File: config.mk
export PLATFORM = sky130hd
export DESIGN_NAME = ordered_list_engine
export DESIGN_NICKNAME = d
export VERILOG_FILES = /design/src/hw/rtl/ole_pkg.sv /design/src/hw/rtl/ole_mem.sv /design/src/hw/rtl/ordered_list_engine.sv
export SDC_FILE = /design/constraint.sdc
export NUM_CORES = 1
export LEC_CHECK = 0
export BUFFER_PORTS_ARGS = -buffer_cell sky130_fd_sc_hd__buf_2
export CORE_MARGIN = 2
export CORE_UTILIZATION = 40
export CTS_BUF_LIST = sky130_fd_sc_hd__clkbuf_8
export CTS_CLUSTER_SIZE = 12
export DETAILED_ROUTE_END_ITERATION = 7
export GPL_TIMING_DRIVEN = 0
export MAX_ROUTING_LAYER = met4
export PLACE_DENSITY_LB_ADDON = 0.05
export SYNTH_ARGS = -nofsm -noshare
export SYNTH_HDL_FRONTEND = slang
export SYNTH_SLANG_ARGS = --single-unit
File: constraint.sdc
create_clock -name clk -period 3.1 [get_ports clk]
set_input_delay 0.31 -clock clk [delete_from_list [all_inputs] [get_ports clk]]
set_output_delay 0.31 -clock clk [all_outputs]
set_load 0.05 [all_outputs]
File: src/hw/rtl/ole_pkg.sv
`timescale 1ns / 1ps

package ole_pkg;

    // widths of the item and result fields
    localparam int DATA_W = 32;
    localparam int OP_W   = 3;
    localparam int POS_W  = 5;
    localparam int LEN_W  = 5;

    typedef enum logic [OP_W-1:0] {
        OP_HEAD   = 3'd0,
        OP_TAIL   = 3'd1,
        OP_AT     = 3'd2,
        OP_DELETE = 3'd3,
        OP_SEARCH = 3'd4,
        OP_CLEAR  = 3'd5
    } op_t;

    typedef logic [DATA_W-1:0] word_t;

endpackage

File: src/hw/rtl/ole_mem.sv
`timescale 1ns / 1ps

module ole_mem #(
    parameter int DEPTH = 16,
    parameter int AW    = 4
) (
    input  logic                clk,
    input  logic                we,
    input  logic [AW-1:0]       waddr,
    input  ole_pkg::word_t      wdata,
    input  logic [AW-1:0]       raddr,
    output ole_pkg::word_t      rdata
);

    ole_pkg::word_t mem_reg [DEPTH];
    ole_pkg::word_t rdata_reg;

    // one write port, one registered read port
    always_ff @(posedge clk)
    begin
        if (we)
        begin
            mem_reg[waddr] <= wdata;
        end
        rdata_reg <= mem_reg[raddr];
    end

    assign rdata = rdata_reg;

endmodule

File: src/hw/rtl/ordered_list_engine.sv
`timescale 1ns / 1ps
// clear, unused codes and rejected inserts give their result straight from idle;
// an insert reads and rewrites each entry it moves up, then writes the new value;
// delete/search read and compare each entry scanned, a delete moves the rest down
// throughput: one item at a time, busy stays high until the result strobe
// the receiver cannot stall: done is high for exactly one cycle with ok and length_now
// reset (rst_n low, async) empties the list; stored entries are not cleared

module ordered_list_engine #(
    parameter int CAPACITY = 16
) (
    input  logic                               clk,
    input  logic                               rst_n,
    input  logic                               start,
    output logic                               busy,
    input  logic [ole_pkg::OP_W-1:0]           opcode,
    input  logic signed [ole_pkg::DATA_W-1:0]  item_value,
    input  logic [ole_pkg::POS_W-1:0]          position,
    output logic                               done,
    output logic                               ok,
    output logic [ole_pkg::LEN_W-1:0]          length_now
);

    // address width of the entry store and width of the entry count
    localparam int AW   = (CAPACITY > 1) ? $clog2(CAPACITY) : 1;
    localparam int CW   = $clog2(CAPACITY + 1);
    // common width for position versus count compares
    localparam int CMPW = (CW > ole_pkg::POS_W) ? CW : ole_pkg::POS_W;

    typedef enum logic [2:0] {
        S_IDLE,
        S_UP_RD,    // read entry ptr for the shift-up
        S_UP_WR,    // write it one place higher
        S_PUT,      // drop the new value into its slot
        S_SR_RD,    // read entry ptr for the scan
        S_SR_CMP,   // compare against the item value
        S_DN_RD,    // read entry ptr+1 for the shift-down
        S_DN_WR     // write it one place lower
    } state_t;

    state_t            state_reg, state_next;
    logic [CW-1:0]     count_reg, count_next;
    logic [AW-1:0]     ptr_reg, ptr_next;
    logic              done_reg, done_next;
    logic              ok_reg, ok_next;

    // item payload, held for the whole operation
    ole_pkg::op_t      op_reg;
    ole_pkg::word_t    val_reg;
    logic [AW-1:0]     pos_reg, pos_next;

    // memory port
    logic              mem_we;
    logic [AW-1:0]     mem_waddr;
    ole_pkg::word_t    mem_wdata;
    logic [AW-1:0]     mem_raddr;
    ole_pkg::word_t    mem_rdata;

    // accept-time decode
    logic              accept;
    logic [CMPW-1:0]   pos_eff;
    logic              full;
    // scan helpers
    logic              hit;
    logic              at_last;
    logic              next_last;

    assign accept = start && !busy;
    assign full   = (count_reg == CW'(CAPACITY));
    // the single compare unit shared by search and delete
    assign hit    = (mem_rdata == val_reg);
    // ptr is the last stored entry
    assign at_last   = ((CW'(ptr_reg) + CW'(1)) == count_reg);
    // ptr+1 is the last stored entry
    assign next_last = ((CW'(ptr_reg) + CW'(2)) == count_reg);

    always_comb
    begin
        case (ole_pkg::op_t'(opcode))
            ole_pkg::OP_HEAD: pos_eff = '0;
            ole_pkg::OP_TAIL: pos_eff = CMPW'(count_reg);
            default:          pos_eff = CMPW'(position);
        endcase
    end

    ole_mem #(
        .DEPTH (CAPACITY),
        .AW    (AW)
    ) u_mem (
        .clk   (clk),
        .we    (mem_we),
        .waddr (mem_waddr),
        .wdata (mem_wdata),
        .raddr (mem_raddr),
        .rdata (mem_rdata)
    );

    // sequencer next state and memory control
    always_comb
    begin
        state_next = state_reg;
        count_next = count_reg;
        ptr_next   = ptr_reg;
        pos_next   = pos_reg;
        done_next  = 1'b0;
        ok_next    = ok_reg;
        mem_we     = 1'b0;
        mem_waddr  = ptr_reg;
        mem_wdata  = mem_rdata;
        mem_raddr  = ptr_reg;

        unique case (state_reg)
            S_IDLE:
            begin
                if (accept)
                begin
                    case (ole_pkg::op_t'(opcode))
                        ole_pkg::OP_HEAD, ole_pkg::OP_TAIL, ole_pkg::OP_AT:
                        begin
                            if (full || (pos_eff > CMPW'(count_reg)))
                            begin
                                done_next = 1'b1;
                                ok_next   = 1'b0;
                            end
                            else
                            begin
                                // count and position are below CAPACITY here
                                pos_next = AW'(pos_eff);
                                ptr_next = AW'(count_reg - CW'(1));
                                if (pos_eff == CMPW'(count_reg))
                                begin
                                    state_next = S_PUT;
                                end
                                else
                                begin
                                    state_next = S_UP_RD;
                                end
                            end
                        end
                        ole_pkg::OP_DELETE, ole_pkg::OP_SEARCH:
                        begin
                            if (count_reg == '0)
                            begin
                                done_next = 1'b1;
                                ok_next   = 1'b0;
                            end
                            else
                            begin
                                ptr_next   = '0;
                                state_next = S_SR_RD;
                            end
                        end
                        ole_pkg::OP_CLEAR:
                        begin
                            count_next = '0;
                            done_next  = 1'b1;
                            ok_next    = 1'b1;
                        end
                        default:
                        begin
                            done_next = 1'b1;
                            ok_next   = 1'b0;
                        end
                    endcase
                end
            end
            S_UP_RD:
            begin
                mem_raddr  = ptr_reg;
                state_next = S_UP_WR;
            end
            S_UP_WR:
            begin
                mem_we    = 1'b1;
                mem_waddr = AW'(ptr_reg + AW'(1));
                mem_wdata = mem_rdata;
                if (ptr_reg == pos_reg)
                begin
                    state_next = S_PUT;
                end
                else
                begin
                    ptr_next   = AW'(ptr_reg - AW'(1));
                    state_next = S_UP_RD;
                end
            end
            S_PUT:
            begin
                mem_we     = 1'b1;
                mem_waddr  = pos_reg;
                mem_wdata  = val_reg;
                count_next = CW'(count_reg + CW'(1));
                done_next  = 1'b1;
                ok_next    = 1'b1;
                state_next = S_IDLE;
            end
            S_SR_RD:
            begin
                mem_raddr  = ptr_reg;
                state_next = S_SR_CMP;
            end
            S_SR_CMP:
            begin
                if (hit)
                begin
                    if (op_reg == ole_pkg::OP_SEARCH)
                    begin
                        done_next  = 1'b1;
                        ok_next    = 1'b1;
                        state_next = S_IDLE;
                    end
                    else if (at_last)
                    begin
                        count_next = CW'(count_reg - CW'(1));
                        done_next  = 1'b1;
                        ok_next    = 1'b1;
                        state_next = S_IDLE;
                    end
                    else
                    begin
                        state_next = S_DN_RD;
                    end
                end
                else if (at_last)
                begin
                    done_next  = 1'b1;
                    ok_next    = 1'b0;
                    state_next = S_IDLE;
                end
                else
                begin
                    ptr_next   = AW'(ptr_reg + AW'(1));
                    state_next = S_SR_RD;
                end
            end
            S_DN_RD:
            begin
                mem_raddr  = AW'(ptr_reg + AW'(1));
                state_next = S_DN_WR;
            end
            S_DN_WR:
            begin
                mem_we    = 1'b1;
                mem_waddr = ptr_reg;
                mem_wdata = mem_rdata;
                ptr_next  = AW'(ptr_reg + AW'(1));
                if (next_last)
                begin
                    count_next = CW'(count_reg - CW'(1));
                    done_next  = 1'b1;
                    ok_next    = 1'b1;
                    state_next = S_IDLE;
                end
                else
                begin
                    state_next = S_DN_RD;
                end
            end
            default:
            begin
                state_next = S_IDLE;
            end
        endcase
    end

    // state and registered outputs
    always_ff @(posedge clk or negedge rst_n)
    begin
        if (!rst_n)
        begin
            state_reg <= S_IDLE;
            count_reg <= '0;
            ptr_reg   <= '0;
            done_reg  <= 1'b0;
            ok_reg    <= 1'b0;
        end
        else
        begin
            state_reg <= state_next;
            count_reg <= count_next;
            ptr_reg   <= ptr_next;
            done_reg  <= done_next;
            ok_reg    <= ok_next;
        end
    end

    // item payload capture
    always_ff @(posedge clk)
    begin
        pos_reg <= pos_next;
        if (accept)
        begin
            op_reg  <= ole_pkg::op_t'(opcode);
            val_reg <= item_value;
        end
    end

    assign busy       = (state_reg != S_IDLE);
    assign done       = done_reg;
    assign ok         = ok_reg;
    // low bits only when the count is wider than the result field
    assign length_now = ole_pkg::LEN_W'(count_reg);

`ifndef SYNTHESIS
    // the list never grows past its capacity
    a_count_bound: assert property (@(posedge clk) disable iff (!rst_n)
        count_reg <= CW'(CAPACITY))
        else $error("entry count above capacity");

    // the result strobe only shows once the sequencer is back to idle
    a_done_idle: assert property (@(posedge clk) disable iff (!rst_n)
        done_reg |-> (state_reg == S_IDLE))
        else $error("result strobe while still busy");

    // an accepted item either finishes at once or keeps the block busy
    a_accept_progress: assert property (@(posedge clk) disable iff (!rst_n)
        (start && !busy) |=> (done_reg || busy))
        else $error("accepted item dropped");

    // the length only moves together with a result
    a_count_with_done: assert property (@(posedge clk) disable iff (!rst_n)
        (count_reg != $past(count_reg)) |-> done_reg)
        else $error("length changed without a result");

    // a failed item leaves the length alone
    a_fail_no_change: assert property (@(posedge clk) disable iff (!rst_n)
        (done_reg && !ok_reg) |-> (count_reg == $past(count_reg)))
        else $error("failed item changed the length");
`endif

endmodule
; ---- Word-level counts from Yosys, hierarchy flattened
; Memory sizes are Yosys's and may differ from the RTL's. A register that Yosys moved wholly into a read port is not among the register bits.
; Index checks and enable logic that the tools add are counted.
[word_totals]
ff_bits = 53
mem_bits_rw = 512
input_bits = 43
memories = 1
[op_classes]
n_addsub = 6
magnitude_cmp = 1
n_eq_ne = 35
n_mux = 53
bitwise = 1
reduce_logical = 17
[mem_list]
columns = memory, words, word_bits, read_ports, rd_clocked_by_memory_dff, wr, line
row1 = u_mem.mem_reg, 16, 32, 1, 1, 1, ole_mem.sv:15  ; ole_pkg::word_t mem_reg [DEPTH];
[op_table]
columns = cell, count
row1 = $eq A32 B32 Y1, 1
row2 = $mux W32, 1
row3 = $mux W5, 6
row4 = $mux W4, 7
row5 = $mux W3, 8
row6 = $pmux W3 S8, 1
row7 = $eq A3 B3 Y1 const B, 7
row8 = $pmux W5 S4, 1
row9 = $mux W1, 18
row10 = $ne A3 B3 Y1 const B, 6
row11 = $ne A2 B2 Y1 const B, 8
row12 = $pmux W4 S2, 2
row13 = $pmux W4 S4, 1
row14 = $eq A5 B5 Y1, 3
row15 = $reduce_and A7 Y1, 2
row16 = $eq A3 B2 Y1 const B, 4
row17 = $pmux W5 S2, 1
row18 = $pmux W1 S4, 2
row19 = $reduce_and A4 Y1, 2
row20 = $reduce_and A8 Y1, 1
row21 = $reduce_bool A4 Y1, 2
row22 = $eq A3 B1 Y1 const B, 2
row23 = $logic_not A3 Y1, 2
row24 = $pmux W3 S2, 1
row25 = 22 further kinds, 24

; ---- Depth between registers and ports, before layout
; Gate-level depths: netlist of the first run.
[logic_depth]
depth_word = 8
ltp_mapped = 11
mapped_depth_nobuf = 10

; ---- By module
; A second synthesis of the first run with hierarchy kept.
[hier_totals]
cells_unflattened = 1272
hier_area_um2 = 23663.9
[by_module_without_submodules]
columns = module, n_inst, cells_each, area_per_inst_um2
row1 = ole_mem, 1, 838, 19835.3
row2 = ordered_list_engine, 1, 434, 3828.7

; ---- Least setup slack after synthesis of the first run
; OpenSTA, ideal clock, no wires.
[synth_timing]
path_kind = reg-to-reg
start = register state_reg[2]
end = memory u_mem.mem_reg[7][0] (netlist name) (enable)
setup_ns = 0.421
arrival_time_ns = 2.989
t_required_ns = 2.679
path_slack_ns = -0.311
path_stages_with_launch = 8
synth_period_minus_slack_ns = 3.411
cell_sequence = dfrtp_1 -> buf_2 -> buf_1 -> nor2b_1 -> o21ai_0 -> mux2_2 -> or2_2 -> nor2_1
[synth_between]
elab_chain_len = 5
elab_cells_between_ends = 8
cone_classes = eq/ne (3) / mux (4) / reduce/logical (1)
[synth_lines]
columns = element, line
row1 = from (decl), ordered_list_engine.sv:41  ; state_t state_reg, state_next;
row2 = from (signal assigned), ordered_list_engine.sv:279  ; state_reg <= state_next;
row3 = $eq A3 B3 Y1 or $eq A3 B2 Y1 (tied branches), ordered_list_engine.sv:112  ; unique case (state_reg)
row4 = $reduce_or A3 Y1 (no source line), n/a
row5 = $mux W1, ordered_list_engine.sv:112
row6 = $mux W1, ole_mem.sv:21  ; if (we)
row7 = $mux W1 (not written as such), ole_mem.sv:23  ; mem_reg[waddr] <= wdata;
row8 = to (decl), ole_mem.sv:15
; Parallel ways exist; a longest one is shown, timed or not.

; ---- Worst setup path after layout of the first run
[layout_timing]
start = register val_reg[13]
end = register ptr_reg[0]
[layout_between]
elab_chain_len = 3
[layout_lines]
columns = element, line
row1 = from (decl), ordered_list_engine.sv:49  ; ole_pkg::word_t val_reg;
row2 = from (signal assigned), ordered_list_engine.sv:294  ; val_reg <= item_value;
row3 = $eq A32 B32 Y1, ordered_list_engine.sv:71  ; assign hit = (mem_rdata == val_reg);
row4 = $ne A2 B2 Y1 (no source line), n/a
row5 = $reduce_and A8 Y1 (no source line), n/a
row6 = to (signal assigned), ordered_list_engine.sv:281  ; ptr_reg <= ptr_next;
row7 = to (decl), ordered_list_engine.sv:43  ; logic [AW-1:0] ptr_reg, ptr_next;
; Every way passes these cells.
; A chain may end at the register's enable or synchronous reset.

==> run summary, run 1 <==
Sink Count: 597
DRT Pass-1 Iters: 5
Critical path endpoint category: register
Rows: 90
Design Area, Final: 29120 um2
Delay of the slowest critical-path stage: 0.67 ns
CP Cell Sequence: xor2_1, nor4_1, nand4_1, nor3_2, nor4_1, a211o_1
Clock Path Buffers: 3
Psw: 0.01027 W
Total grt overflow: 0
Vias in the first global route: 13037
Setup slack after layout: 0.1244 ns
Most frequent cells in the layout: 551 x edfxtp_1, 122 x nand2_1, 118 x mux4_2
CTS Buf Count: 103
Max_cap viols: 0
Clk pwr share: 22.2%
Max FFs per register: 512
Synth Warn #: 0
CTS HTree Levels: 3
Core box area: 60250 um2
TritonCTS clock tree: built
Gpl congestion: 0.8111
Main synth FF type: edfxtp_1
Syn_area_per_cell: 19.16 um2
I/O Pins: 51
Period utilization: 95.99%
Yosys cell types: 79
Max-slew violations: 0
Hold Crit Class: primary input to register
Cell Pwr Density: 1007 nW/um2
Net Sw Frac: 35.00%
DRC: 0
Synth Instances: 1270
Total number of vias: 12759
GRT Overall Usage: 20.99%
Setup Skew: 0.02883 ns
Pre-CTS WS: -0.3207 ns
Setup Viol. Count Final: 0
Die Wd: 250.7 um
Largest net degree at the start of global routing: 29
Layout cells sized above 1: 28.79%
Post-synth EDFFs: 551
Clock transition at path regs: 0.06 ns
Critical Path RT: 3.66 ns
Logic pwr share: 37.2%
Crit path max fanout: 4
Peak VDD IR: 0.0003603 V
Hold Slack: 0.04126 ns
Layout area overhead: 19.65%
Critical Path AT: 3.54 ns
Die Area: 62840 um2
1st-iter DRT viols: 875
Hold Startpoint: start
Mapped Area: 24340 um2
Clock period minus worst slack: 2.976 ns
Dpl cell area: 26410 um2
Initial antenna violation count: 1
Final core utilization: 48.34%
Max frequency: 336.1 MHz
Detail Placement HPWL: 40220 um
Crit-path slowest cell: nor4_1
Outcome: complete, no violations
Final #Nets: 1577
Synth Net Count: 1328
Register share of total power: 40.6%
Max_slew headroom: 32.56%
Drt via density: 5.336
Drt total wl: 62680 um
CP Launch Type: register
Initial Util: 40.40%
Skew-Pair Late Insertion Delay: 0.71 ns
Crit. Startpoint: val_reg[13]$_DFFE_PP_
CP Class: register to register
Slew @ Worst Pin: 1.012 ns
Routed wire per std cell: 26.22 um
Die Y-Extent: 250.7 um
FF+latch count, synth: 597
Global-route wire length before repair: 91230 um
Input/output buffers: 50
Reg2Reg Launch Point: val_reg[13]$_DFFE_PP_
Internal: 0.01907 W
Cell mode on critical path: nor4_1
Ys async rst share: 2.345%
Antenna-violating nets left: 0
Sequential share of the synthesized area: 72.05%
Most common cell after layout, fill and taps aside: edfxtp_1
Leakage power: 10.20 nW
Root buf cell: clkbuf_8
Final Hold Violating Endpoints: 0
## path summary, 6_finish.rpt
check,to,slack [ns],cells after the start
worst max-delay path,ptr_reg[0]$_DFFE_PN0P_,0.12,6
worst min register to register,ok$_DFFE_PN0P_,0.52,1
min in group asynchronous,done$_DFF_PN0_,0.06,2
worst min-delay path,state_reg[0]$_DFFE_PN0P_,0.04,3
max in group asynchronous,ptr_reg[0]$_DFFE_PN0P_,2.75,2
worst max register to register,ptr_reg[0]$_DFFE_PN0P_,0.12,6
## logic make-up after synthesis
| kind of cell | count (synthesis) | synth area share, % |
|---|---|---|
| fa+ha+maj | 15 | 0.7711 |
| simple gates | 213 | 4.185 |
| compound gates | 80 | 2.360 |
| xor+xnor | 54 | 2.082 |
| buf+inv | 76 | 2.097 |
| mux | 235 | 16.45 |
| flops | 597 | 72.05 |
## cells in the mapped netlist, types with 4 or more instances
master | number | area [um2]
xor2_1 | 36 | 315.3
buf_4 | 4 | 30.03
xnor2_1 | 15 | 131.4
o21ai_1 | 4 | 20.02
clkbuf_1 | 11 | 41.29
nor4_1 | 8 | 50.05
inv_1 | 13 | 48.80
buf_6 | 21 | 236.5
a221oi_1 | 4 | 35.03
nand4_1 | 4 | 25.02
o21ai_0 | 17 | 85.08
or2_2 | 5 | 31.28
mux2i_1 | 102 | 1021
buf_2 | 19 | 95.09
nand2_1 | 126 | 473.0
nor2_1 | 31 | 116.4
nor3_1 | 5 | 25.02
dfxtp_1 | 32 | 640.6
a21oi_1 | 15 | 75.07
edfxtp_1 | 551 | 16550
buf_1 | 4 | 15.01
mux4_2 | 118 | 2658
mux4_1 | 10 | 262.8
nand2b_1 | 4 | 25.02
dfrtp_1 | 14 | 350.3
nand3_1 | 5 | 25.02
ha_1 | 15 | 187.7
## per-stage QoR
| step | power, W | TNS (ns) | std cells |
|---|---|---|---|
| after global placement | 0.02236 | -1244.20 | 2102 |
| after global routing | 0.03095 | -0.008451 | 2391 |
| after detailed placement | 0.02289 | -97.53 | 2130 |
| after floorplan | 0.01904 | -100.0 | 1270 |
| final | 0.02933 | 0 | 2391 |
| after CTS | 0.02967 | 0 | 2387 |
## routing by layer
layer  routed length, um  track usage (%)  share of wire [%]
met4                1038            5.680                1.7
met5                   0                -                  0
met2               30590            33.34                 49
met1               28690            28.47                 46
met3                2367            3.107                3.8
## cell type report
type                       count  area (um2)
antenna                        1       2.502
clock buffer                 106        1459
buffer                        61       475.5
clock inverter                88       412.9
fill                        5008       31120
tap                          782       978.4
inverter                      14       52.55
sequential                   597       17540
multi-input combinational    597        6475
timing repair buffer         145        1729
## critical path: cells and delay by family (launching register included)
family          cells  cell delay, ns
compound gates      1            0.32
simple gates        4            1.84
xor+xnor            1            0.23
flops               1            0.44
## power by group through the flow
stage          combinational, W  sequential [W]  clock, W
6_report                 0.0109          0.0119   0.00651
5_1_grt                  0.0118          0.0120   0.00708
4_1_cts                  0.0110          0.0119   0.00673
3_5_place_dp             0.0108          0.0121         0
3_3_place_gp             0.0102          0.0121         0
2_1_floorplan           0.00701          0.0120         0
## repair_timing
item,4_1_cts,5_1_grt
endpoints found under the hold margin,53,0
setup endpoints to repair,883,828
setup buffers,23,4
gates resized for setup,4,25
pin swaps,16,4
gates cloned,0,0
hold buffers,40,0
No activity file was read; power rests on OpenSTA's default activity.
==> run 2: changes to the inputs <==
--- a/config.mk
+++ b/config.mk
@@ -16,4 +16,5 @@
 export PLACE_DENSITY_LB_ADDON = 0.05
 export SYNTH_ARGS = -nofsm -noshare
 export SYNTH_HDL_FRONTEND = slang
+export SYNTH_HIERARCHICAL = 1
 export SYNTH_SLANG_ARGS = --single-unit
==> run 2 against run 1 <==
  * First-iteration DRC count rose by 28%
  * Sequential share of layout area rose by 1.0 points
  * Cell area fell by 1.6%
  * Clock skew rose by 0.0011 ns
  * Total power fell by 47%
  * Synthesized area fell by 2.8%
  * Routed wire length rose by 3.0%
  * Fmax rose by 0.44%
  * Count of clock-buffer cells in the layout rose by 16
  * Largest power group unchanged
==> run summary, run 2 <==
Net Sw Frac: 20.38% (was 35.00%)
Cell Pwr Density: 542.1 nW/um2 (was 1007 nW/um2)
RR Endpoint: u_mem/mem_reg[0][27]$_DFFE_PP_ (was ptr_reg[0]$_DFFE_PN0P_)
Setup Skew: 0.02993 ns (was 0.02883 ns)
Setup Viol. Count Final: 0 (unchanged)
Synth Instances: 1272 (was 1270)
Hold Crit Class: primary input to asynchronous set/reset pin (was primary input to register)
Max_slew headroom: 40.64% (was 32.56%)
CTS Buf Count: 99 (was 103)
Ys async rst share: 2.345% (unchanged)
Rows: 89 (was 90)
Reg2Reg Depth: 10 (was 6)
Routed wire per std cell: 27.10 um (was 26.22 um)
Post-Synth XOR/XNOR Area: 1.888% (was 2.082%)
Critical path endpoint category: register (unchanged)
Detail Placement HPWL: 40710 um (was 40220 um)
Max_cap viols: 0 (unchanged)
Layout area overhead: 21.03% (was 19.65%)
Syn_area_per_cell: 18.60 um2 (was 19.16 um2)
Input/output buffers: 50 (unchanged)
Crit. Startpoint: state_reg[1]$_DFFE_PN0P_ (was val_reg[13]$_DFFE_PP_)
Peak VDD IR: 0.0003025 V (was 0.0003603 V)
Synth Area in Simple Gates: 4.642% (was 4.185%)
FF+latch count, synth: 597 (unchanged)
DRC: 0 (unchanged)
Largest area contributor in the netlist: edfxtp_1 (unchanged)
Period utilization: 95.56% (was 95.99%)
Clock Path Buffers: 3 (unchanged)
Setup TNS: 0 ns (unchanged)
TritonCTS clock tree: built (unchanged)
Power Total: 0.01553 W (was 0.02933 W)
Vias in the first global route: 13328 (was 13037)
Mapped Area: 23660 um2 (was 24340 um2)
Die Area: 61120 um2 (was 62840 um2)
Layout cells sized above 1: 29.54% (was 28.79%)
Delay of the slowest critical-path stage: 0.65 ns (was 0.67 ns)
DRT Pass-1 Iters: 5 (unchanged)
Sink Count: 597 (unchanged)
Largest family of logic cells by synthesized area: multiplexers (unchanged)
Synth Net Count: 1330 (was 1328)
Leakage power: 7.517 nW (was 10.20 nW)
Crit path max fanout: 10 (was 4)
Post-synth top area share: 69.92% (was 67.98%)
Critical path buffers and inverters: 4 (was 0)
Register area: 17540 um2 (about the same)
CP Launch Type: register (unchanged)
I/O Pins: 51 (unchanged)
Max FFs per register: 512 (unchanged)
Antenna-violating nets left: 0 (unchanged)
Clock transition at path regs: 0.06 ns (about the same)
Global-route wire length before repair: 92870 um (was 91230 um)
Clk pwr share: 43.4% (was 22.2%)
Internal: 0.01236 W (was 0.01907 W)
Die Y-Extent: 247.2 um (was 250.7 um)
CTS HTree Levels: 3 (unchanged)
Outcome: complete, no violations (unchanged)
Synth area leaders: edfxtp_1 70%, mux4_2 12%, dfxtp_1 2.7% (was edfxtp_1 68%, mux4_2 11%, mux2i_1 4.2%)
CP Class: register to register (unchanged)
Largest net degree at the start of global routing: 24 (was 29)
Core box area: 58800 um2 (was 60250 um2)
Synth Warn #: 6 (was 0)
Register share of total power: 55.9% (was 40.6%)
Initial Util: 40.25% (was 40.40%)
Sequential share of the synthesized area: 74.11% (was 72.05%)
Max frequency: 337.6 MHz (was 336.1 MHz)
CP Cell Sequence: clkbuf_4, nand2_1, nor2_2, buf_6, a22oi_1, o21ai_0, or3b_2, nor3_4, buf_4, buf_16 (was xor2_1, nor4_1, nand4_1, nor3_2, nor4_1, a211o_1)
Slew @ Worst Pin: 0.8904 ns (was 1.012 ns)
Clock period minus worst slack: 2.962 ns (was 2.976 ns)
Drt via density: 5.448 (was 5.336)
Synth cell count leaders: 551 x edfxtp_1, 156 x nand2_1, 128 x mux4_2 (was 551 x edfxtp_1, 126 x nand2_1, 118 x mux4_2)
1st-iter DRT viols: 1124 (was 875)
Final Hold Violating Endpoints: 0 (unchanged)
Drt total wl: 64560 um (was 62680 um)
Synth Area in Adders: 0.7931% (was 0.7711%)
Most frequent cells in the layout: 551 x edfxtp_1, 155 x nand2_1, 128 x mux4_2 (was 551 x edfxtp_1, 122 x nand2_1, 118 x mux4_2)
Fillers: 4955 (was 5008)
GRT Overall Usage: 22.32% (was 20.99%)
Critical Path AT: 3.34 ns (was 3.54 ns)
Area used by multi-input combinational logic: 5949 um2 (was 6475 um2)
Die Wd: 247.2 um (was 250.7 um)
Mux cell area share after synthesis: 12.80% (was 16.45%)
Post-synth EDFFs: 551 (unchanged)
Logic pwr share: 0.7% (was 37.2%)
Reg2Reg Launch Point: state_reg[1]$_DFFE_PN0P_ (was val_reg[13]$_DFFE_PP_)
Total grt overflow: 0 (unchanged)
Root buf cell: clkbuf_8 (unchanged)
Crit-path slowest cell: or3b_2 (was nor4_1)
Total number of vias: 12978 (was 12759)
Final #Nets: 1583 (was 1577)
Skew-Pair Late Insertion Delay: 0.69 ns (was 0.71 ns)
Most common cell after layout, fill and taps aside: edfxtp_1 (unchanged)
Yosys cell types: 57 (was 79)
Main synth FF type: edfxtp_1 (unchanged)
Worst reg-to-reg setup slack: 0.14 ns (was 0.12 ns)
Initial antenna violation count: 1 (unchanged)
Cell family with most CP delay: simple AND/OR/NAND/NOR gates (unchanged)
Most frequent cell after synthesis: edfxtp_1 (unchanged)
Gpl congestion: 0.8622 (was 0.8111)
Hold Slack: 0.08289 ns (was 0.04126 ns)
Compound-cell area share of the yosys netlist: 4.225% (was 2.360%)
Max-slew violations: 0 (unchanged)
Psw: 0.003165 W (was 0.01027 W)
Critical Path RT: 3.48 ns (was 3.66 ns)
run 2: changes by cell type in the layout (fill, tap and decap cells not counted), sizes merged, moves of 9 or more:
cell    delta
mux2i     -98
a22oi     +64
clkbuf    +33
nand2     +29
xor2      -26
xnor2     +23
inv       -13
clkinv    -11
nand4      +9
run 2: worst max-delay path by stage:
| stage | endpoint | slack, ns | depth (start not counted) |
|---|---|---|---|
| global placement | u_mem/mem_reg[12][28]$_DFFE_PP_ | -3.45 | 9 |
| detailed placement | u_mem/mem_reg[12][28]$_DFFE_PP_ | -1.13 | 12 |
| floorplan | u_mem/mem_reg[0][0]$_DFFE_PP_ | -0.49 | 9 |
| finish | u_mem/mem_reg[0][27]$_DFFE_PP_ | 0.14 | 10 |
| global route | u_mem/mem_reg[0][23]$_DFFE_PP_ | -0.003 | 10 |
| CTS | u_mem/rdata[28]$_DFF_P_ | 0.004 | 9 |
run 2: power groups by stage:
| stage | combinational (W) | clock, W | sequential, W |
|---|---|---|---|
| after floorplan | 0.0000307 | 0 | 0.00884 |
| after global placement | 0.0000724 | 0 | 0.00884 |
| after detailed placement | 0.0000739 | 0 | 0.00884 |
| after CTS | 0.000113 | 0.00694 | 0.00867 |
| after global routing | 0.000126 | 0.00728 | 0.00867 |
| final | 0.000114 | 0.00674 | 0.00867 |
run 2: layer usage:
layer | global-route usage [%] | routed length (um) | part of all wire, %
met5 | - | 0 | 0
met4 | 6.199 | 1322 | 2.0
met3 | 3.158 | 3002 | 4.6
met2 | 34.79 | 31000 | 48
met1 | 30.91 | 29240 | 45
run 2: per-stage QoR:
step                cells  util [%]  cell area, um2  setup slack [ns]
detailed placement   2126     43.82           25760            -1.130
finish               2382     48.71           28640            0.1375
global route         2382     48.71           28640         -0.003235
global placement     2095     42.44           24950            -3.447
floorplan            1272         -           23730           -0.4868
CTS                  2375     48.56           28550          0.003626
run 2: repair_timing:
item	in CTS	in global routing
buffers inserted	26	6
hold buffers	40	0
pin swaps	18	5
endpoints found under the setup margin	1036	237
resized for setup	52	48
endpoints found under the hold margin	53	0
run 2: final cells by class:
type	count	share of cell area (%)
clock buffer	122	5.863
timing repair buffer	153	6.133
antenna	1	0.008737
sequential	597	61.23
buffer	67	1.433
multi-input combinational	592	20.77
tap	773	3.377
clock inverter	62	0.9698
inverter	15	0.2097
run 2: cells by family (layout without fill, tap and decap cells):
family	after synthesis	in the layout
XOR/XNOR	51	51
other	0	1
adder cells (fa/ha/maj)	15	15
AO/OA/AOI/OAI	137	137
AND/OR/NAND/NOR	249	249
flip-flops	597	597
buffers and inverters	83	419
multiplexers	140	140
